==> src/hdl/rhp_pkg.sv <==
// ----------------------------------------------------------------------------
// rhp_pkg: shared types and constants of the rgb to hsv pixel converter
// channel widths, hue scale constants, sector codes and divider sideband
// ----------------------------------------------------------------------------
package rhp_pkg;

	localparam int CH_W      = 8;
	localparam int HUE_W     = 15;
	localparam int SAT_W     = 17;
	localparam int SAT_FRAC  = 16;
	localparam int QUO_W     = 17;
	localparam int DIV_LANES = 2;
	localparam int DIV_NW    = QUO_W + CH_W;
	localparam int PROD_W    = 20;
	localparam int SUM_W     = 16;
	localparam int RATIO_W   = 13;

	localparam int LANE_SAT = 0;
	localparam int LANE_HUE = 1;

	localparam int HUE_SIXTY = 3840;
	localparam int HUE_ONE20 = 7680;
	localparam int HUE_TWO40 = 15360;
	localparam int HUE_FULL  = 23040;

	typedef enum logic [1:0] {
		SEC_RED,
		SEC_GREEN,
		SEC_BLUE
	} sec_t;

	typedef struct packed {
		sec_t            sec;
		logic            neg;
		logic            grey;
		logic [CH_W-1:0] value;
	} side_t;

	localparam int SIDE_W = $bits(side_t);

endpackage

==> src/hdl/rgb_to_hsv_pixel.sv <==
// ----------------------------------------------------------------------------
// rgb_to_hsv_pixel: streaming rgb to hsv pixel converter
//
// input channel pixel_valid / pixel_ready carries one pixel word as
// blue_in, green_in, red_in. output channel hsv_valid / hsv_ready carries
// hue_out (1/64 degree, 0..23039), saturation_out (65536 means 1.0) and
// value_out (largest channel). grey and black pixels give hue 0.
// the pipeline has one stage for max/min and sector, one for the hue scale
// product, 17 stages of the pipelined divider (one quotient bit each,
// saturation and hue lanes side by side) and one output stage for the hue
// sum and wrap.
// throughput is one pixel word per cycle while hsv_ready stays high.
// reset clears every stage valid bit; no pixel is in flight after it.
// when hsv_ready is low the output word holds, and each stage keeps taking
// words while an empty stage lies ahead of it, so pixel_ready drops only
// once the pipeline is full.
// ----------------------------------------------------------------------------
module rgb_to_hsv_pixel (
	input  logic                        clk,
	input  logic                        arst_n,
	input  logic                        pixel_valid,
	output logic                        pixel_ready,
	input  logic [rhp_pkg::CH_W-1:0]    blue_in,
	input  logic [rhp_pkg::CH_W-1:0]    green_in,
	input  logic [rhp_pkg::CH_W-1:0]    red_in,
	output logic                        hsv_valid,
	input  logic                        hsv_ready,
	output logic [rhp_pkg::HUE_W-1:0]   hue_out,
	output logic [rhp_pkg::SAT_W-1:0]   saturation_out,
	output logic [rhp_pkg::CH_W-1:0]    value_out
);

	localparam int CW = rhp_pkg::CH_W;
	localparam int QW = rhp_pkg::QUO_W;
	localparam int NW = rhp_pkg::DIV_NW;
	localparam int NL = rhp_pkg::DIV_LANES;
	localparam int SW = rhp_pkg::SUM_W;

	// stage 1 signals
	logic [CW-1:0]       mx, mn;
	rhp_pkg::sec_t       sec;
	logic signed [CW:0]  diff, ndiff;
	logic [CW-1:0]       mag;

	logic                v_s1, v_s2, v_s20;
	logic                rdy_s1, rdy_s2, rdy_s20;
	logic [CW-1:0]       value_s1, delta_s1, mag_s1;
	rhp_pkg::sec_t       sec_s1, sec_s2;
	logic                neg_s1, neg_s2;
	logic [CW-1:0]       value_s2, delta_s2;
	logic [rhp_pkg::PROD_W-1:0] prod_s2;

	logic                        div_in_ready, div_out_valid;
	logic [NL-1:0][NW-1:0]       div_num;
	logic [NL-1:0][CW-1:0]       div_den;
	logic [NL-1:0][QW-1:0]       div_quo;
	logic [NL-1:0][CW-1:0]       div_rem;
	rhp_pkg::side_t              side_in, side_out;
	logic [rhp_pkg::SIDE_W-1:0]  side_out_bits;

	logic [rhp_pkg::RATIO_W-1:0] ratio_mag;
	logic signed [SW-1:0]        ratio, base, sum, hue_sum;
	logic [rhp_pkg::HUE_W-1:0]   hue_nxt;
	logic [rhp_pkg::SAT_W-1:0]   sat_nxt;

	logic [rhp_pkg::HUE_W-1:0]   hue_s20;
	logic [rhp_pkg::SAT_W-1:0]   sat_s20;
	logic [CW-1:0]               value_s20;

	// ready chain
	assign rdy_s20     = !v_s20 || hsv_ready;
	assign rdy_s2      = !v_s2 || div_in_ready;
	assign rdy_s1      = !v_s1 || rdy_s2;
	assign pixel_ready = rdy_s1;

	// max, min and sector, red over green over blue
	always_comb begin
		mx = red_in;
		mn = red_in;
		if (green_in > mx) mx = green_in;
		if (blue_in > mx) mx = blue_in;
		if (green_in < mn) mn = green_in;
		if (blue_in < mn) mn = blue_in;
		if (red_in == mx) begin
			sec  = rhp_pkg::SEC_RED;
			diff = $signed({1'b0, green_in}) - $signed({1'b0, blue_in});
		end else if (green_in == mx) begin
			sec  = rhp_pkg::SEC_GREEN;
			diff = $signed({1'b0, blue_in}) - $signed({1'b0, red_in});
		end else begin
			sec  = rhp_pkg::SEC_BLUE;
			diff = $signed({1'b0, red_in}) - $signed({1'b0, green_in});
		end
		ndiff = -diff;
		mag   = diff[CW] ? ndiff[CW-1:0] : diff[CW-1:0];
	end

	always_ff @(posedge clk or negedge arst_n) begin
		if (!arst_n) begin
			v_s1  <= 1'b0;
			v_s2  <= 1'b0;
			v_s20 <= 1'b0;
		end else begin
			if (rdy_s1) v_s1 <= pixel_valid;
			if (rdy_s2) v_s2 <= v_s1;
			if (rdy_s20) v_s20 <= div_out_valid;
		end
	end

	always_ff @(posedge clk) begin
		if (rdy_s1 && pixel_valid) begin
			value_s1 <= mx;
			delta_s1 <= mx - mn;
			sec_s1   <= sec;
			neg_s1   <= diff[CW];
			mag_s1   <= mag;
		end
		if (rdy_s2 && v_s1) begin
			value_s2 <= value_s1;
			delta_s2 <= delta_s1;
			sec_s2   <= sec_s1;
			neg_s2   <= neg_s1;
			prod_s2  <= rhp_pkg::PROD_W'(mag_s1) * rhp_pkg::PROD_W'(rhp_pkg::HUE_SIXTY);
		end
		if (rdy_s20 && div_out_valid) begin
			hue_s20   <= hue_nxt;
			sat_s20   <= sat_nxt;
			value_s20 <= side_out.value;
		end
	end

	// divider lanes: delta*65536/max and 3840*|difference|/delta
	always_comb begin
		div_num[rhp_pkg::LANE_SAT] = NW'({delta_s2, {rhp_pkg::SAT_FRAC{1'b0}}});
		div_den[rhp_pkg::LANE_SAT] = value_s2;
		div_num[rhp_pkg::LANE_HUE] = NW'(prod_s2);
		div_den[rhp_pkg::LANE_HUE] = delta_s2;
		side_in.sec   = sec_s2;
		side_in.neg   = neg_s2;
		side_in.grey  = (delta_s2 == '0);
		side_in.value = value_s2;
	end

	rhp_div #(
		.QW  (QW),
		.DVW (CW),
		.NL  (NL),
		.SBW (rhp_pkg::SIDE_W)
	) u_div (
		.clk       (clk),
		.arst_n    (arst_n),
		.in_valid  (v_s2),
		.in_ready  (div_in_ready),
		.num       (div_num),
		.den       (div_den),
		.side_in   (side_in),
		.out_valid (div_out_valid),
		.out_ready (rdy_s20),
		.quo       (div_quo),
		.rem       (div_rem),
		.side_out  (side_out_bits)
	);

	assign side_out = rhp_pkg::side_t'(side_out_bits);

	// hue: sector base plus floored ratio, wrapped into one turn, zero for grey; saturation zero for black
	always_comb begin
		ratio_mag = rhp_pkg::RATIO_W'(div_quo[rhp_pkg::LANE_HUE])
			+ rhp_pkg::RATIO_W'(side_out.neg && (div_rem[rhp_pkg::LANE_HUE] != '0));
		ratio = side_out.neg ? -$signed(SW'(ratio_mag)) : $signed(SW'(ratio_mag));
		unique case (side_out.sec)
			rhp_pkg::SEC_RED:   base = '0;
			rhp_pkg::SEC_GREEN: base = SW'(rhp_pkg::HUE_ONE20);
			rhp_pkg::SEC_BLUE:  base = SW'(rhp_pkg::HUE_TWO40);
			default:            base = '0;
		endcase
		sum     = base + ratio;
		hue_sum = sum[SW-1] ? sum + SW'(rhp_pkg::HUE_FULL) : sum;
		hue_nxt = side_out.grey ? '0 : hue_sum[rhp_pkg::HUE_W-1:0];
		sat_nxt = (side_out.value == '0) ? '0 : div_quo[rhp_pkg::LANE_SAT];
	end

	assign hsv_valid      = v_s20;
	assign hue_out        = hue_s20;
	assign saturation_out = sat_s20;
	assign value_out      = value_s20;

`ifndef SYNTHESIS
	a_hue_range: assert property (@(posedge clk) disable iff (!arst_n)
		hsv_valid |-> hue_out < rhp_pkg::HUE_W'(rhp_pkg::HUE_FULL))
		else $error("hue out of range");

	a_sat_range: assert property (@(posedge clk) disable iff (!arst_n)
		hsv_valid |-> saturation_out <= rhp_pkg::SAT_W'(1 << rhp_pkg::SAT_FRAC))
		else $error("saturation above one");

	a_black: assert property (@(posedge clk) disable iff (!arst_n)
		hsv_valid && value_out == '0 |-> saturation_out == '0 && hue_out == '0)
		else $error("black word with nonzero hue or saturation");

	a_grey: assert property (@(posedge clk) disable iff (!arst_n)
		hsv_valid && saturation_out == '0 |-> hue_out == '0)
		else $error("grey word with nonzero hue");
`endif

endmodule

==> src/hdl/rhp_div.sv <==
// ----------------------------------------------------------------------------
// rhp_div: pipelined restoring divider, several lanes in lockstep
// one quotient bit per stage, valid bits per stage, stalls collapse bubbles
// ----------------------------------------------------------------------------
module rhp_div #(
	parameter int QW  = rhp_pkg::QUO_W,
	parameter int DVW = rhp_pkg::CH_W,
	parameter int NL  = rhp_pkg::DIV_LANES,
	parameter int SBW = rhp_pkg::SIDE_W
) (
	input  logic                          clk,
	input  logic                          arst_n,
	input  logic                          in_valid,
	output logic                          in_ready,
	input  logic [NL-1:0][QW+DVW-1:0]     num,
	input  logic [NL-1:0][DVW-1:0]        den,
	input  logic [SBW-1:0]                side_in,
	output logic                          out_valid,
	input  logic                          out_ready,
	output logic [NL-1:0][QW-1:0]         quo,
	output logic [NL-1:0][DVW-1:0]        rem,
	output logic [SBW-1:0]                side_out
);

	logic [QW:1]                  v_s;
	logic [NL-1:0][DVW-1:0]       rem_s  [1:QW];
	logic [NL-1:0][QW-1:0]        qn_s   [1:QW];
	logic [NL-1:0][DVW-1:0]       den_s  [1:QW];
	logic [SBW-1:0]               sb_s   [1:QW];

	logic [QW:1]                  v_src;
	logic [NL-1:0][DVW-1:0]       rem_src [1:QW];
	logic [NL-1:0][QW-1:0]        qn_src  [1:QW];
	logic [NL-1:0][DVW-1:0]       den_src [1:QW];
	logic [SBW-1:0]               sb_src  [1:QW];

	logic [NL-1:0][DVW-1:0]       rem_nxt [1:QW];
	logic [NL-1:0][QW-1:0]        qn_nxt  [1:QW];

	logic [QW+1:1]                rdy;

	// ready chain, a stage moves when it is empty or the next one moves
	always_comb begin
		rdy[QW+1] = out_ready;
		for (int k = QW; k >= 1; k--) begin
			rdy[k] = !v_s[k] || rdy[k+1];
		end
	end

	always_comb begin
		v_src[1] = in_valid;
		sb_src[1] = side_in;
		for (int l = 0; l < NL; l++) begin
			rem_src[1][l] = num[l][QW+DVW-1:QW];
			qn_src[1][l]  = num[l][QW-1:0];
			den_src[1][l] = den[l];
		end
		for (int k = 2; k <= QW; k++) begin
			v_src[k]   = v_s[k-1];
			sb_src[k]  = sb_s[k-1];
			rem_src[k] = rem_s[k-1];
			qn_src[k]  = qn_s[k-1];
			den_src[k] = den_s[k-1];
		end
	end

	// one trial subtract per lane and stage
	always_comb begin
		logic [DVW:0] trial;
		logic [DVW:0] diff;
		logic         ge;
		for (int k = 1; k <= QW; k++) begin
			for (int l = 0; l < NL; l++) begin
				trial = {rem_src[k][l], qn_src[k][l][QW-1]};
				diff  = trial - {1'b0, den_src[k][l]};
				ge    = trial >= {1'b0, den_src[k][l]};
				rem_nxt[k][l] = ge ? diff[DVW-1:0] : trial[DVW-1:0];
				qn_nxt[k][l]  = {qn_src[k][l][QW-2:0], ge};
			end
		end
	end

	always_ff @(posedge clk or negedge arst_n) begin
		if (!arst_n) begin
			v_s <= '0;
		end else begin
			for (int k = 1; k <= QW; k++) begin
				if (rdy[k]) begin
					v_s[k] <= v_src[k];
				end
			end
		end
	end

	always_ff @(posedge clk) begin
		for (int k = 1; k <= QW; k++) begin
			if (rdy[k] && v_src[k]) begin
				rem_s[k] <= rem_nxt[k];
				qn_s[k]  <= qn_nxt[k];
				den_s[k] <= den_src[k];
				sb_s[k]  <= sb_src[k];
			end
		end
	end

	assign in_ready  = rdy[1];
	assign out_valid = v_s[QW];
	assign quo       = qn_s[QW];
	assign rem       = rem_s[QW];
	assign side_out  = sb_s[QW];

endmodule
==> config.mk <==
export PLATFORM = sky130hd
export DESIGN_NAME = rgb_to_hsv_pixel
export DESIGN_NICKNAME = d
export VERILOG_FILES = /design/src/hdl/rhp_pkg.sv /design/src/hdl/rgb_to_hsv_pixel.sv /design/src/hdl/rhp_div.sv
export SDC_FILE = /design/constraint.sdc
export NUM_CORES = 2
export LEC_CHECK = 0
export ABC_AREA = 1
export BUFFER_PORTS_ARGS = -buffer_cell sky130_fd_sc_hd__buf_2
export CORE_ASPECT_RATIO = 0.7
export CORE_UTILIZATION = 57
export CTS_CLUSTER_SIZE = 12
export DETAILED_ROUTE_END_ITERATION = 16
export GPL_ROUTABILITY_DRIVEN = 0
export PLACE_DENSITY = 0.71
export SLEW_MARGIN = 20
export SYNTH_ARGS = -nofsm -noshare
export SYNTH_HDL_FRONTEND = slang
export SYNTH_SLANG_ARGS = --single-unit
==> constraint.sdc <==
create_clock -name clk -period 5.5 [get_ports clk]
set_input_delay 0.55 -clock clk [delete_from_list [all_inputs] [get_ports clk]]
set_output_delay 0.55 -clock clk [all_outputs]
set_load 0.01 [all_outputs]
==> results.yml <==
status:
  run_status: "completed"
worst_setup_path:
  worst_setup_path_end_kind: "flop"
  r2r_end: "hue_out[14]"
  cp.required_ps: 5910
  cp-start-kind: "input port"
  slowest_delay_ps: 340
  reg2reg_slack_ps: 780
  reg2reg_depth: 27
  critPathMaxFanout: 16
  critical_path.most_common_cell: "nand2_1"
  cp_slowest_cell: "ha_1"
  worstPathArrival_ps: 5350
  critical_path_class: "input port to flop"
  reg2reg_from: "u_div.sb_s[0][213]"
drt:
  wl_per_cell_um: 15.6
  drtIter0Drc: 2115
  wl_met1_um: 41100
  route.met2.wl_um: 35800
  vias: 28012
  first_pass_iters: 5
  top_layer: "met4"
  met3_length_um: 4490
  wl_um: 82900
  ant_nets: 0
  drc: 0
  via_per_inst: 5.27
synthesis:
  synth_common_cells: "974 x edfxtp_1, 642 x inv_1, 445 x nand2_1"
  synth_edf_count: 974
  yosysMostFrequentCell: "edfxtp_1"
  ys.warnings.count: 0
  netlist_area_mm2: 0.0474
  synth_nets: 4429
  ys_types: 47
  synthCells: 4011
  ys.flop_type: "edfxtp_1"
  async_reset_ff_frac: 0.0201
  ys_seq_area_frac: 0.628
  ys_seq_elements: 994
  post-synth-top-area-cell: "edfxtp_1"
  synth_top_area_frac: 0.617
  synth_area_leaders: "edfxtp_1 62%, ha_1 8.9%, inv_1 5.1%"
  avgSynthCellArea_um2: 11.8
floorplan:
  start_util: 0.575
  die-area_mm2: 0.0843
  die_w_um: 347
  rows: 88
  core-area_mm2: 0.0824
  ios: 70
  die_y_um: 243
worst_hold_path:
  hold_class: "input port to flop"
  hold_depth: 4
  hold_start: "hsv_ready"
  hold_end: "hsv_valid"
clocking:
  htree_levels: 3
  clk_path_buf_depth: 3
  cts_root_buf: "clkbuf_16"
  clock_latency_ps: 680
  clkSinkCount: 994
  path_clk_slew_ps: 60
  numCtsBuffers: 97
  cts_tree: "done"
sta:
  clock_skew_ps: 51.2
  maxSlewViolCount: 0
  setup_viol: 0
  period_minus_slack_ps: 4940
  hold_viol: 0
  relSlewSlack: 0.307
  layout_setup_ws_ps: 559
  tightest_slew_ps: 1040
  fmax_mhz: 202
  finalSetupTns_ps: 0
  post-route-period-util: 0.898
  rsz0062_at_grt: "false"
job:
  cap_violations: 0
placement:
  pre_cts_ws_ps: 0.523
  hpwl_um: 59900
  portBuffers: 69
pwr:
  pwr_density_cell_mw_per_mm2: 629
  ir_worst_vdd_v: 0.000485
  total_leakage_power_nw: 21.9
global_routing:
  grt_pass1_vias: 27105
  grt_usage: 0.200
  grt_overflow: 0
  antenna_found_initial: 0
  grt_pass1_wl_um: 137000
  grt_max_degree: 63
layout:
  area_growth_pct: 10.1
  n_antenna_cell: 0
  final_nets: 4594
  layout-drive-gt1-share: 0.0700
[stage by stage]
step | hold WS (ps) | util | area (µm²) | power [W] | instances
3_3_place_gp | 400 | 0.598 | 49300 | 0.0262 | 5152
2_1_floorplan | 254 | - | 47400 | 0.0235 | 4011
5_1_grt | 109 | 0.634 | 52200 | 0.0354 | 5311
6_report | 127 | 0.634 | 52200 | 0.0328 | 5311
3_5_place_dp | 405 | 0.598 | 49300 | 0.0267 | 5153
4_1_cts | 81.2 | 0.633 | 52100 | 0.0330 | 5308
[area by class of cell]
cell class	instances	area [µm²]
fillers	6191	30200
flip-flops and latches	994	29700
multi-input cells	2320	15100
clock buffers	133	2590
inverters	653	2450
well taps	1080	1350
repair buffers	110	668
clock inverters	21	262
[cell families after synthesis]
group,after synthesis,synth area share
AOI/OAI and AO/OA,613,0.0695
xor gates and xnor gates,205,0.0379
adders and majority gates,390,0.111
buffers and inverters,697,0.0557
DFF,994,0.628
and+or+nand+nor,1112,0.0983
[state kept, by name, indices dropped and copies added (netlist names), 12 cells and up]
name and flops:
u_div.qn_s 280, u_div.rem_s 264, u_div.den_s 256, u_div.sb_s 76, saturation_out 17, u_div.v_s 17, hue_out 15, prod_s2 12
[layer usage]
metal / global-route usage / vias up
met5: 0 / -
met2: 0.306 / 654
met3: 0.0315 / 122
li1: - / 14089
met1: 0.302 / 13147
met4: 0.0508 / 0
[worst max-delay path: cells and delay by family]
family,cells,cell delay (ps)
adder cells (fa/ha/maj),3,830
XOR/XNOR,1,150
AND/OR/NAND/NOR,17,2040
buffers and inverters,5,660
AO/OA/AOI/OAI,5,1100
[layout by cell type, fill, tap and decap left out, types with 54 or more instances in the layout]
cell	netlist	final
ha_1	339	339
xnor2_1	54	54
xor2_1	151	151
a21oi_1	253	251
nor2_1	421	413
nand3_1	108	108
edfxtp_1	974	974
inv_1	642	635
nand2_1	445	445
clkbuf_16	0	98
o21ai_0	261	261
buf_2	1	69
[where the power goes]
group / switching, W / total [W] / internal (W)
registers: 0.00141 / 0.0143 / 0.0129
logic: 0.00777 / 0.0124 / 0.00465
clock network: 0.00269 / 0.00607 / 0.00338
[what timing repair did]
item	CTS	global route
gates resized for setup	0	2
hold endpoints to repair	20	0
hold buffers	1	0
setup buffers	0	3
setup endpoints to repair	0	2
[how the worst max path moves through the flow]
stage	depth (start not counted)	slack [ps]	to	from
6_report	31	560	mag_s1[4]	green_in[6]
5_1_grt	32	60	mag_s1[6]	green_in[6]
4_1_cts	33	270	pixel_ready	hsv_valid
3_5_place_dp	32	0.5	mag_s1[6]	green_in[6]
3_3_place_gp	31	130	mag_s1[4]	green_in[6]
2_1_floorplan	23	690	delta_s1[7]	green_in[7]
Power figures use the tool's default switching activity.
